$ cat src/design/jsu_pkg.sv
`default_nettype none
package jsu_pkg;

  localparam int QDEPTH   = 4;
  localparam int QPTR_W   = $clog2(QDEPTH);
  localparam int QCOUNT_W = $clog2(QDEPTH + 1);

  localparam logic [7:0] CH_QUOTE     = 8'h22;
  localparam logic [7:0] CH_BACKSLASH = 8'h5C;
  localparam logic [7:0] CH_U         = 8'h75;
  localparam logic [7:0] CH_B         = 8'h62;
  localparam logic [7:0] CH_F         = 8'h66;
  localparam logic [7:0] CH_N         = 8'h6E;
  localparam logic [7:0] CH_R         = 8'h72;
  localparam logic [7:0] CH_T         = 8'h74;

  localparam logic [7:0] UTF8_LEAD2 = 8'hC0;
  localparam logic [7:0] UTF8_LEAD3 = 8'hE0;
  localparam logic [7:0] UTF8_CONT  = 8'h80;

  typedef enum logic [1:0] {
    ST_OK             = 2'd0,
    ST_UNEXPECTED_END = 2'd1,
    ST_BAD_HEX        = 2'd2,
    ST_NOT_STRING     = 2'd3
  } status_t;

  typedef enum logic [2:0] {
    M_IDLE = 3'd0,
    M_STR  = 3'd1,
    M_ESC  = 3'd2,
    M_HEX0 = 3'd3,
    M_HEX1 = 3'd4,
    M_HEX2 = 3'd5,
    M_HEX3 = 3'd6
  } mode_t;

  // all results caused by one input byte
  typedef struct packed {
    logic [2:0][7:0] bytes;
    logic [1:0]      nb;
    logic            finish;
    status_t         status;
  } group_t;

  typedef struct packed {
    logic empty;
    logic full;
  } qstat_t;

  function automatic logic [7:0] escape_map(input logic [7:0] c);
    logic [7:0] r;
    case (c)
      CH_B:    r = 8'h08;
      CH_F:    r = 8'h0C;
      CH_N:    r = 8'h0A;
      CH_R:    r = 8'h0D;
      CH_T:    r = 8'h09;
      default: r = c;
    endcase
    return r;
  endfunction

  // bit 4 set means not a hex digit
  function automatic logic [4:0] hex_value(input logic [7:0] c);
    logic [4:0] r;
    if (c >= 8'h30 && c <= 8'h39) r = {1'b0, c[3:0]};
    else if ((c >= 8'h61 && c <= 8'h66) || (c >= 8'h41 && c <= 8'h46))
      r = {1'b0, c[3:0] + 4'd9};
    else r = 5'h10;
    return r;
  endfunction

endpackage
`default_nettype wire

$ cat src/design/jsu_in_if.sv
`default_nettype none
interface jsu_in_if;
  logic       valid;
  logic       ready;
  logic [7:0] in_byte;
  logic       end_of_input;

  modport source (output valid, in_byte, end_of_input, input ready);
  modport sink (input valid, in_byte, end_of_input, output ready);
endinterface
`default_nettype wire

$ cat src/design/jsu_out_if.sv
`default_nettype none
interface jsu_out_if;
  logic       valid;
  logic       ready;
  logic [7:0] out_byte;
  logic       byte_valid;
  logic       string_done;
  logic [1:0] status;
  logic       run_last;

  modport source (output valid, out_byte, byte_valid, string_done, status, run_last,
                  input ready);
  modport sink (input valid, out_byte, byte_valid, string_done, status, run_last,
                output ready);
endinterface
`default_nettype wire

$ cat src/design/jsu_front.sv
`default_nettype none
module jsu_front
  import jsu_pkg::*;
(
  input  wire logic   clk,
  input  wire logic   rst,
  jsu_in_if.sink      in_ch,
  input  wire qstat_t qstat,
  output logic        push,
  output group_t      group
);

  mode_t       mode, mode_next;
  logic [11:0] hex_accum, hex_accum_next;
  logic [4:0]  d;
  logic [15:0] cp;
  logic        accept;

  assign in_ch.ready = !qstat.full;
  assign accept      = in_ch.valid && in_ch.ready;
  assign d           = hex_value(in_ch.in_byte);
  assign cp          = {hex_accum, d[3:0]};

  always_ff @(posedge clk) begin
    if (rst) begin
      mode      <= M_IDLE;
      hex_accum <= 12'd0;
    end else if (accept) begin
      mode      <= mode_next;
      hex_accum <= hex_accum_next;
    end
  end

  always_comb begin
    mode_next      = mode;
    hex_accum_next = hex_accum;
    group.bytes    = '0;
    group.nb       = 2'd0;
    group.finish   = 1'b0;
    group.status   = ST_OK;
    case (mode)
      M_IDLE: begin
        if (in_ch.in_byte == CH_QUOTE) mode_next = M_STR;
        else begin
          group.finish = 1'b1;
          group.status = ST_NOT_STRING;
        end
      end
      M_STR: begin
        if (in_ch.in_byte == CH_QUOTE) group.finish = 1'b1;
        else if (in_ch.in_byte == CH_BACKSLASH) mode_next = M_ESC;
        else begin
          group.bytes[0] = in_ch.in_byte;
          group.nb       = 2'd1;
        end
      end
      M_ESC: begin
        if (in_ch.in_byte == CH_U) begin
          mode_next      = M_HEX0;
          hex_accum_next = 12'd0;
        end else begin
          group.bytes[0] = escape_map(in_ch.in_byte);
          group.nb       = 2'd1;
          mode_next      = M_STR;
        end
      end
      M_HEX0, M_HEX1, M_HEX2: begin
        if (d[4]) begin
          group.finish = 1'b1;
          group.status = ST_BAD_HEX;
        end else begin
          hex_accum_next = {hex_accum[7:0], d[3:0]};
          mode_next      = mode_t'(mode + 3'd1);
        end
      end
      M_HEX3: begin
        if (d[4]) begin
          group.finish = 1'b1;
          group.status = ST_BAD_HEX;
        end else begin
          if (cp[15:7] == 9'd0) begin
            group.bytes[0] = cp[7:0];
            group.nb       = 2'd1;
          end else if (cp[15:11] == 5'd0) begin
            group.bytes[0] = UTF8_LEAD2 | {3'd0, cp[10:6]};
            group.bytes[1] = UTF8_CONT | {2'd0, cp[5:0]};
            group.nb       = 2'd2;
          end else begin
            group.bytes[0] = UTF8_LEAD3 | {4'd0, cp[15:12]};
            group.bytes[1] = UTF8_CONT | {2'd0, cp[11:6]};
            group.bytes[2] = UTF8_CONT | {2'd0, cp[5:0]};
            group.nb       = 2'd3;
          end
          hex_accum_next = 12'd0;
          mode_next      = M_STR;
        end
      end
      default: begin
        group.finish = 1'b1;
        group.status = ST_BAD_HEX;
      end
    endcase
    // string still open when the text runs out
    if (!group.finish && in_ch.end_of_input && mode_next != M_IDLE) begin
      group.finish = 1'b1;
      group.status = ST_UNEXPECTED_END;
    end
    if (group.finish) begin
      mode_next      = M_IDLE;
      hex_accum_next = 12'd0;
    end
    push = accept && (group.finish || group.nb != 2'd0);
  end

endmodule
`default_nettype wire

$ cat src/design/jsu_queue.sv
`default_nettype none
module jsu_queue
  import jsu_pkg::*;
(
  input  wire logic   clk,
  input  wire logic   rst,
  input  wire logic   push,
  input  wire group_t push_group,
  input  wire logic   pop,
  output group_t      head,
  output qstat_t      qstat
);

  group_t              entries [QDEPTH];
  logic [QPTR_W-1:0]   wr_ptr, rd_ptr;
  logic [QCOUNT_W-1:0] count;
  logic                do_push, do_pop;

  assign qstat.empty = (count == QCOUNT_W'(0));
  assign qstat.full  = (count == QCOUNT_W'(QDEPTH));
  assign do_push     = push && !qstat.full;
  assign do_pop      = pop && !qstat.empty;
  assign head        = entries[rd_ptr];

  always_ff @(posedge clk) begin
    if (do_push) entries[wr_ptr] <= push_group;
  end

  always_ff @(posedge clk) begin
    if (rst) begin
      wr_ptr <= '0;
      rd_ptr <= '0;
      count  <= '0;
    end else begin
      if (do_push) wr_ptr <= wr_ptr + QPTR_W'(1);
      if (do_pop) rd_ptr <= rd_ptr + QPTR_W'(1);
      if (do_push && !do_pop) count <= count + QCOUNT_W'(1);
      else if (do_pop && !do_push) count <= count - QCOUNT_W'(1);
    end
  end

endmodule
`default_nettype wire

$ cat src/design/jsu_back.sv
`default_nettype none
module jsu_back
  import jsu_pkg::*;
(
  input  wire logic   clk,
  input  wire logic   rst,
  input  wire group_t head,
  input  wire qstat_t qstat,
  output logic        pop,
  jsu_out_if.source   out_ch
);

  logic [1:0] k;
  logic [1:0] nres;
  logic       last;
  logic       has_byte;
  logic [7:0] sel_byte;

  assign nres     = (head.nb == 2'd0) ? 2'd1 : head.nb;
  assign last     = (k == nres - 2'd1);
  assign has_byte = (k < head.nb);

  always_comb begin
    case (k)
      2'd0:    sel_byte = head.bytes[0];
      2'd1:    sel_byte = head.bytes[1];
      2'd2:    sel_byte = head.bytes[2];
      default: sel_byte = 8'd0;
    endcase
  end

  assign out_ch.valid       = !qstat.empty;
  assign out_ch.out_byte    = has_byte ? sel_byte : 8'd0;
  assign out_ch.byte_valid  = has_byte;
  assign out_ch.string_done = head.finish && last;
  assign out_ch.status      = (head.finish && last) ? head.status : ST_OK;
  assign out_ch.run_last    = last;
  assign pop                = out_ch.valid && out_ch.ready && last;

  // position within the current group
  always_ff @(posedge clk) begin
    if (rst) k <= 2'd0;
    else if (out_ch.valid && out_ch.ready) k <= last ? 2'd0 : k + 2'd1;
  end

endmodule
`default_nettype wire

$ cat src/design/json_string_unescape.sv
// path: parser results are registered in the group queue and read from its head by the sequencer
// throughput: one input byte per cycle; output one result per cycle while ready, up to three
// per byte, with a four-group queue between parser and output sequencer
// input stalls only when that queue is full
// reset: synchronous, clears parser mode, hex accumulator, queue and sequencer
`default_nettype none
module json_string_unescape
  import jsu_pkg::*;
(
  input  wire logic clk,
  input  wire logic rst,
  jsu_in_if.sink    in_ch,
  jsu_out_if.source out_ch
);

  logic   push, pop;
  group_t push_group, head;
  qstat_t qstat;

  jsu_front u_front (
    .clk   (clk),
    .rst   (rst),
    .in_ch (in_ch),
    .qstat (qstat),
    .push  (push),
    .group (push_group)
  );

  jsu_queue u_queue (
    .clk        (clk),
    .rst        (rst),
    .push       (push),
    .push_group (push_group),
    .pop        (pop),
    .head       (head),
    .qstat      (qstat)
  );

  jsu_back u_back (
    .clk    (clk),
    .rst    (rst),
    .head   (head),
    .qstat  (qstat),
    .pop    (pop),
    .out_ch (out_ch)
  );

endmodule
`default_nettype wire

$ cat src/flat_wrapper.sv
// flat-port wrapper written by rule: the top's interface ports become plain ports
module json_string_unescape_flat import jsu_pkg::*;
  (clk, rst, in_ch_valid, in_ch_in_byte, in_ch_end_of_input, in_ch_ready, out_ch_valid, out_ch_out_byte, out_ch_byte_valid, out_ch_string_done, out_ch_status, out_ch_run_last, out_ch_ready);
  jsu_in_if in_ch_i ();
  jsu_out_if out_ch_i ();
  input  wire logic clk;
  input  wire logic rst;
  input wire logic [$bits(in_ch_i.valid)-1:0] in_ch_valid;
  input wire logic [$bits(in_ch_i.in_byte)-1:0] in_ch_in_byte;
  input wire logic [$bits(in_ch_i.end_of_input)-1:0] in_ch_end_of_input;
  output wire logic [$bits(in_ch_i.ready)-1:0] in_ch_ready;
  output wire logic [$bits(out_ch_i.valid)-1:0] out_ch_valid;
  output wire logic [$bits(out_ch_i.out_byte)-1:0] out_ch_out_byte;
  output wire logic [$bits(out_ch_i.byte_valid)-1:0] out_ch_byte_valid;
  output wire logic [$bits(out_ch_i.string_done)-1:0] out_ch_string_done;
  output wire logic [$bits(out_ch_i.status)-1:0] out_ch_status;
  output wire logic [$bits(out_ch_i.run_last)-1:0] out_ch_run_last;
  input wire logic [$bits(out_ch_i.ready)-1:0] out_ch_ready;
  assign in_ch_i.valid = in_ch_valid;
  assign in_ch_i.in_byte = in_ch_in_byte;
  assign in_ch_i.end_of_input = in_ch_end_of_input;
  assign in_ch_ready = in_ch_i.ready;
  assign out_ch_valid = out_ch_i.valid;
  assign out_ch_out_byte = out_ch_i.out_byte;
  assign out_ch_byte_valid = out_ch_i.byte_valid;
  assign out_ch_string_done = out_ch_i.string_done;
  assign out_ch_status = out_ch_i.status;
  assign out_ch_run_last = out_ch_i.run_last;
  assign out_ch_i.ready = out_ch_ready;
  json_string_unescape u_core (.clk(clk), .rst(rst), .in_ch(in_ch_i), .out_ch(out_ch_i));
endmodule
$ cat config.mk
export PLATFORM = sky130hd
export DESIGN_NAME = json_string_unescape_flat
export DESIGN_NICKNAME = d
export VERILOG_FILES = /design/src/design/jsu_pkg.sv /design/src/design/jsu_in_if.sv /design/src/design/jsu_out_if.sv /design/src/design/jsu_front.sv /design/src/design/jsu_queue.sv /design/src/design/jsu_back.sv /design/src/design/json_string_unescape.sv /design/src/flat_wrapper.sv
export SDC_FILE = /design/constraint.sdc
export NUM_CORES = 1
export LEC_CHECK = 0
export BUFFER_PORTS_ARGS = -buffer_cell sky130_fd_sc_hd__buf_4
export CORE_AREA = 10 10 114 116
export DETAILED_ROUTE_END_ITERATION = 8
export DIE_AREA = 0 0 124 126
export PLACE_DENSITY_LB_ADDON = 0.25
export SETUP_SLACK_MARGIN = 0.4
export SLEW_MARGIN = 20
export SYNTH_ARGS = -nofsm -noshare
export SYNTH_HDL_FRONTEND = slang
export SYNTH_SLANG_ARGS = --single-unit
$ cat constraint.sdc
create_clock -name clk -period 5 [get_ports clk]
set_input_delay 0.5 -clock clk [delete_from_list [all_inputs] [get_ports clk]]
set_output_delay 0.5 -clock clk [all_outputs]
set_load 0.1 [all_outputs]
==> results of run 1 <==
==> worst max-delay path, stage by stage (launching register included) <==
cell and delay [ns]:
dfxtp_1 0.40, inv_1 0.11, ha_1 0.33, nor3_1 0.44, nand2b_1 0.17, a32o_1 0.29, o2111ai_1 0.19, o31a_4 0.25
o21a_1 0.23, ha_1 0.21, inv_1 0.07, fa_1 0.39, xor2_1 0.18, or3_1 0.31, a21oi_1 0.15
==> worst max path at each step <==
stage | depth (start not counted) | startpoint | endpoint | slack [ns]
floorplan | 7 | flip-flop | out_ch_out_byte[1] | 0.29
global placement | 15 | in_ch_in_byte[7] | u_core.u_queue.count[2] | 0.89
detailed placement | 15 | in_ch_in_byte[7] | u_core.u_queue.count[2] | 0.74
CTS | 14 | u_core.u_front.mode[0] | u_core.u_queue.count[2] | 1.25
global route | 14 | u_core.u_front.mode[0] | u_core.u_queue.count[2] | 1.03
finish | 14 | u_core.u_front.mode[0] | u_core.u_queue.count[2] | 1.23
==> power by group through the flow <==
stage                     Sequential (uW)  Combinational (uW)  Clock, uW
final                                1370                1180       1180
after global routing                 1380                1250       1250
after CTS                            1370                1190       1200
after detailed placement             1390                1180          0
after global placement               1380                1170          0
after floorplan                      1350                 960          0
==> Yosys cell counts (2+ instances only) <==
cell type  number  area [sq um]
buf_1           3          11.3
a21oi_1        25           125
a22o_2         12           120
mux4_2         27           608
a211oi_1        2          15.0
o311ai_0        3          26.3
inv_1          18          67.6
ha_1           19           238
nor2b_1         4          25.0
mux2i_1         2          20.0
clkbuf_1       13          48.8
nand2b_1        8          50.1
and2_1          9          56.3
and3_1          6          37.5
dfxtp_1        26           521
buf_6           2          22.5
xor2_1          6          52.6
nor4_1          3          18.8
o21a_1          2          15.0
a32o_1          2          20.0
nand2_1        34           128
a22o_1          5          43.8
o21ai_0        18          90.1
nor3b_1         2          15.0
nor2_1         28           105
nor3_1         12          60.1
a22oi_1         7          52.6
o2111ai_1       2          17.5
edfxtp_1      108          3240
o31ai_1         5          37.5
o211ai_1        3          22.5
nand3_1         7          35.0
or3_1           4          25.0
nand4_1         3          18.8
a21o_1          3          22.5
==> routing by layer <==
metal / part of all wire, % / up-vias / wire length (um)
met3: 5.8 / 19 / 794
met2: 52 / 139 / 7200
met4: 1.6 / 0 / 222
met5: 0 / - / 0
li1: - / 1879 / -
met1: 40 / 2047 / 5570
==> area by class of cell <==
type / count / share of cell area [%]
clock buffers: 20 / 6.27
clock inverters: 12 / 1.74
inverters: 18 / 0.930
multi-input cells: 291 / 33.3
flip-flops and latches: 134 / 51.8
well taps: 140 / 2.41
repair buffers: 34 / 3.51
==> logic make-up (layout without fill, tap and decap cells) <==
kind of cell,Yosys count,count (layout),synth area share (%)
compound gates,104,104,12.3
xor+xnor,6,6,0.830
fa+ha+maj,20,20,4.07
buf+inv,38,84,2.57
flops,134,134,59.4
mux,30,30,10.1
simple gates,131,131,10.7
==> flip-flops by register name (all words and copies together) (netlist names), named ones only <==
| signal | count |
|---|---|
| u_core.u_queue.count | 3 |
| u_core.u_queue.entries | 108 |
| u_core.u_front.hex_accum | 12 |
| u_core.u_queue.wr_ptr | 2 |
| u_core.u_back.k | 2 |
| u_core.u_front.mode | 3 |
| u_core.u_queue.rd_ptr | 2 |
==> stage by stage <==
step	area [sq um]	std cells	power (uW)	setup slack (ns)
global route	7270	649	3880	1.03
finish	7270	649	3730	1.23
CTS	7270	649	3760	1.25
global placement	6690	617	2540	0.888
detailed placement	6690	617	2570	0.742
floorplan	6350	463	2310	0.286
==> metrics, run 1 <==
beginning of the worst register-to-register path=u_core.u_front.mode[0]; number of global-route vias before repair=4177; hold depth=2; post-synthesis sequential area ratio=59.4%; Yosys reg bits=134; first-pass GRT wire length=22.2 mm; peak supply drop=0.000345 V; Port Buf Inserts=27; switch share=36.1%; DRC=0; multi-input logic area=0.00242 sq mm; Post-CTS Setup Repair Bufs=0; Core Util, Final=67.9%; global-route met2 utilization=30.5%; Pwr Density=513 mW/mm^2; post-DP HPWL=9.48 mm; CP arrival=4.21 ns; Gate power share=31.6%; number of hold buffers added after CTS=0; CP Class=flip-flop to flip-flop; crit-path max FO=8; Pre-Repair DR Iteration Count=5; status=complete, no violations; GRT busiest layer=met2; Mapped Area=0.00633 sq mm; # setup viols final=0; GRT Overall Usage=18.4%; FF-to-FF End=u_core.u_queue.count[2]; Distinct cells, synth=65; CTS Root Cell=clkbuf_8; fraction of layout cells with a size suffix above 1=23.8%; Final Hold Vio Count=0; Lkg Pwr=0.00250 uW; Slew Limit Fails=0; Via density=6.29; fin crit share=75.4%; H-tree levels=4; CTS Buf Count=17; via count=4084; clk buf depth=2; TritonCTS clock tree=built; Setup TNS=0 ns; post-CTS sizing=0; Syn-to-layout area delta=14.7%; relative slew slack=42.5%; Reg2Reg Depth=14; core area=0.0107 sq mm; starting density of the core=59.2%; RePlAce Congestion=0.894; clock network fraction of total power=31.7%; grt total ovfl=0; met3 track demand over resource=4.65%; diode count=0; ys async rst share=0%; CP Capture Type=flip-flop; worst hold-check path type=input pin to flip-flop; CP Launch Type=flip-flop; Hold Crit Start=rst; final WL=13.8 mm; FF+latch area=0.00376 sq mm; commonest non-fill, non-tap cell in the layout=edfxtp_1; syn avg cell area=13.7 sq um; fillcell total=759; Internal Power=2380 uW; Die ar.=0.0156 sq mm; hold_ws=0.303 ns; Req. time, crit path=5.44 ns; Die Width=124 um; hold path endpoint=u_core.u_front.mode[1]; Die H=126 um; Syn Nets=496; largest net degree at the start of global routing=28; Cell Rows=38; top_reg_cell synth=edfxtp_1; fin crit period=3.77 ns; Worst-Skew Late Latency=0.51 ns; Mapped Cells=463; Synthesis Warnings=0; Post-synth EDFFs=108; FF-to-FF setup slack=1.23 ns; highest clock rate=0.265 GHz; worst slew pin tran=0.859 ns; sw power=1350 uW; RSZ-0062 raised after global routing=false; initial antenna violation count=0; Top Ports=28; Nets=529; DRT iter0 DRCs=393; routed length per instance=21.2 um; clk slew on worst S/H paths=0.06 ns; Final ANT Viol Nets=0; maxcap violations=0; clock sinks=134; GR met1 Demand/Resource=22.5%; Post-Route Skew=0.00859 ns; Flop pwr share=36.6%; commonest non-fill, non-tap cells in the layout=edfxtp_1 (108), nand2_1 (34), buf_4 (34)
Note: power is estimated with default switching activity, not from simulation.
==> run 2: changes to the inputs <==
- CORE_AREA: 10 10 114 116 -> 10 10 119 121
- DIE_AREA: 0 0 124 126 -> 0 0 129 131
- clock period: 5 -> 3 ns (I/O delays scaled with it)
==> metrics, run 2 (synthesized netlist as in run 1, its figures left out) <==
status=finished with violations; failing checks=setup timing; Final ANT Viol Nets=0; CP Launch Type=input pin; clk slew on worst S/H paths=0.06 ns; Flop pwr share=31.2%; Worst-Skew Late Latency=0.42 ns; Nets=621; CP Capture Type=flip-flop; via count=4750; CTS Buf Count=17; Final Hold Vio Count=0; GRT Overall Usage=21.3%; Req. time, crit path=3.35 ns; commonest non-fill, non-tap cells in the layout=edfxtp_1 (108), buf_4 (85), nand2_1 (32); top flop regs=u_core.u_queue.entries (108), u_core.u_front.hex_accum (12); peak supply drop=0.000400 V; DRC=0; crit-path max FO=3; CP arrival=3.48 ns; setup slack after layout=-0.121 ns; FF-to-FF setup slack=-0.07 ns; RSZ-0062 raised after global routing=true; Pwr Density=842 mW/mm^2; Cell Rows=40; Die Width=129 um; TritonCTS clock tree=built; clock sinks=134; fin crit period=3.12 ns; diode count=0; first-pass GRT wire length=27.0 mm; initial antenna violation count=0; most frequent CP cell=buf_6; number of hold buffers added after CTS=0; Most flops, register=u_core.u_queue.entries; Port Buf Inserts=27; relative slew slack=49.2%; Setup TNS=-0.267 ns; max incr delay on CP=0.54 ns; Gate power share=40.5%; post-DP HPWL=10.0 mm; RePlAce Congestion=0.933; Slew Limit Fails=0; CP Class=input pin to flip-flop; Lkg Pwr=0.00307 uW; starting density of the core=53.6%; Pre-Repair DR Iteration Count=6; CP delay by family, top=simple AND/OR/NAND/NOR gates; clock network fraction of total power=28.3%; routed length per instance=23.5 um; fillcell total=721; Post-Route Skew=0.0133 ns; CP max-delay cell=or4b_4; H-tree levels=4; maxcap violations=0; core area=0.0118 sq mm; grt total ovfl=0; # setup viols final=13; CTS Root Cell=clkbuf_16; Top Ports=28; final WL=17.6 mm; fin crit share=104%; worst slew pin tran=0.754 ns; worst hold-check path type=input pin to flip-flop; sw power=2590 uW; WP buf/inv=3; Via density=6.35; Core Util, Final=72.6%; Syn-to-layout area delta=35.3%; fraction of layout cells with a size suffix above 1=42.6%; highest clock rate=0.320 GHz; DRT iter0 DRCs=465; Critical Path, Cell by Cell=buf_6 -> or4b_4 -> or3_4 -> buf_6 -> a2111oi_4 -> a21oi_2 -> o31a_4 -> o21a_4 -> ha_4 -> inv_4 -> fa_2 -> xor2_1 -> or3_1 -> a21oi_1; largest net degree at the start of global routing=22; Internal Power=4620 uW; switch share=35.9%; Die H=131 um; Largest register FFs=108; clk buf depth=2; Die ar.=0.0169 sq mm; commonest non-fill, non-tap cell in the layout=edfxtp_1; number of global-route vias before repair=4746
run 2: cell count changes in the layout (fill, tap and decap cells not counted), moves of 7 or more:
cell / before / now
a21oi_4: 0 / 8
and2_4: 0 / 16
buf_6: 0 / 12
buf_4: 34 / 85
buf_12: 0 / 14
a21oi_1: 23 / 16
run 2: per-layer routing:
metal	wire length, um	GRT usage (%)
met1	7020	25.9
met4	420	7.76
met3	1300	5.92
met2	8830	35.6
met5	0	0
run 2: through the flow:
stage | cells | hold slack (ns) | power (uW) | area [sq um] | setup slack, ns
2_1_floorplan | 463 | 0.469 | 4050 | 6540 | -0.561
6_report | 748 | 0.203 | 7220 | 8570 | -0.121
3_5_place_dp | 688 | 0.506 | 4550 | 7370 | -0.634
5_1_grt | 748 | 0.208 | 7460 | 8570 | -0.212
3_3_place_gp | 688 | 0.481 | 4510 | 7370 | -0.524
4_1_cts | 741 | 0.183 | 7070 | 8400 | -0.115
run 2: path summary, 6_finish.rpt:
kind | start | endpoint | cells after the start
worst min register to register | u_core.u_front.mode[0] | u_core.u_front.mode[0] | 2
worst max-delay path | in_ch_in_byte[7] | u_core.u_queue.count[2] | 14
worst min-delay path | rst | u_core.u_queue.count[2] | 2
worst max register to register | u_core.u_front.mode[1] | u_core.u_queue.count[2] | 14
run 2: what timing repair did:
action	4_1_cts	5_1_grt
setup buffers	8	6
gates resized for setup	73	27
gates cloned	13	1
pin swaps	11	4
setup endpoints to repair	140	156
run 2: worst register-to-register path, stage by stage (launching register included):
cell and delay [ns]:
dfxtp_2 0.33, inv_1 0.07, ha_1 0.16, nand2b_1 0.09, or4_1 0.54, a32o_2 0.27
o2111ai_4 0.10, o31a_4 0.17, o21a_4 0.13, ha_4 0.15, inv_4 0.04, fa_2 0.35
xor2_1 0.15, or3_1 0.35, a21oi_1 0.12
run 2: cell type report:
cell class / instances / area [sq um] / area share (%)
Clock buffer: 18 / 429 / 5.01
Clock inverter: 14 / 160 / 1.87
Inverter: 18 / 78.8 / 0.919
Multi-Input combinational cell: 303 / 2830 / 33.0
Sequential cell: 134 / 3770 / 44.0
Tap cell: 147 / 184 / 2.15
Timing Repair Buffer: 114 / 1120 / 13.1
run 2: power groups by stage:
stage | Sequential, uW | Combinational (uW) | Clock [uW]
6_report | 2250 | 2920 | 2050
5_1_grt | 2260 | 3040 | 2150
3_5_place_dp | 2280 | 2270 | 0
4_1_cts | 2250 | 2780 | 2050
3_3_place_gp | 2270 | 2240 | 0
2_1_floorplan | 2250 | 1800 | 0
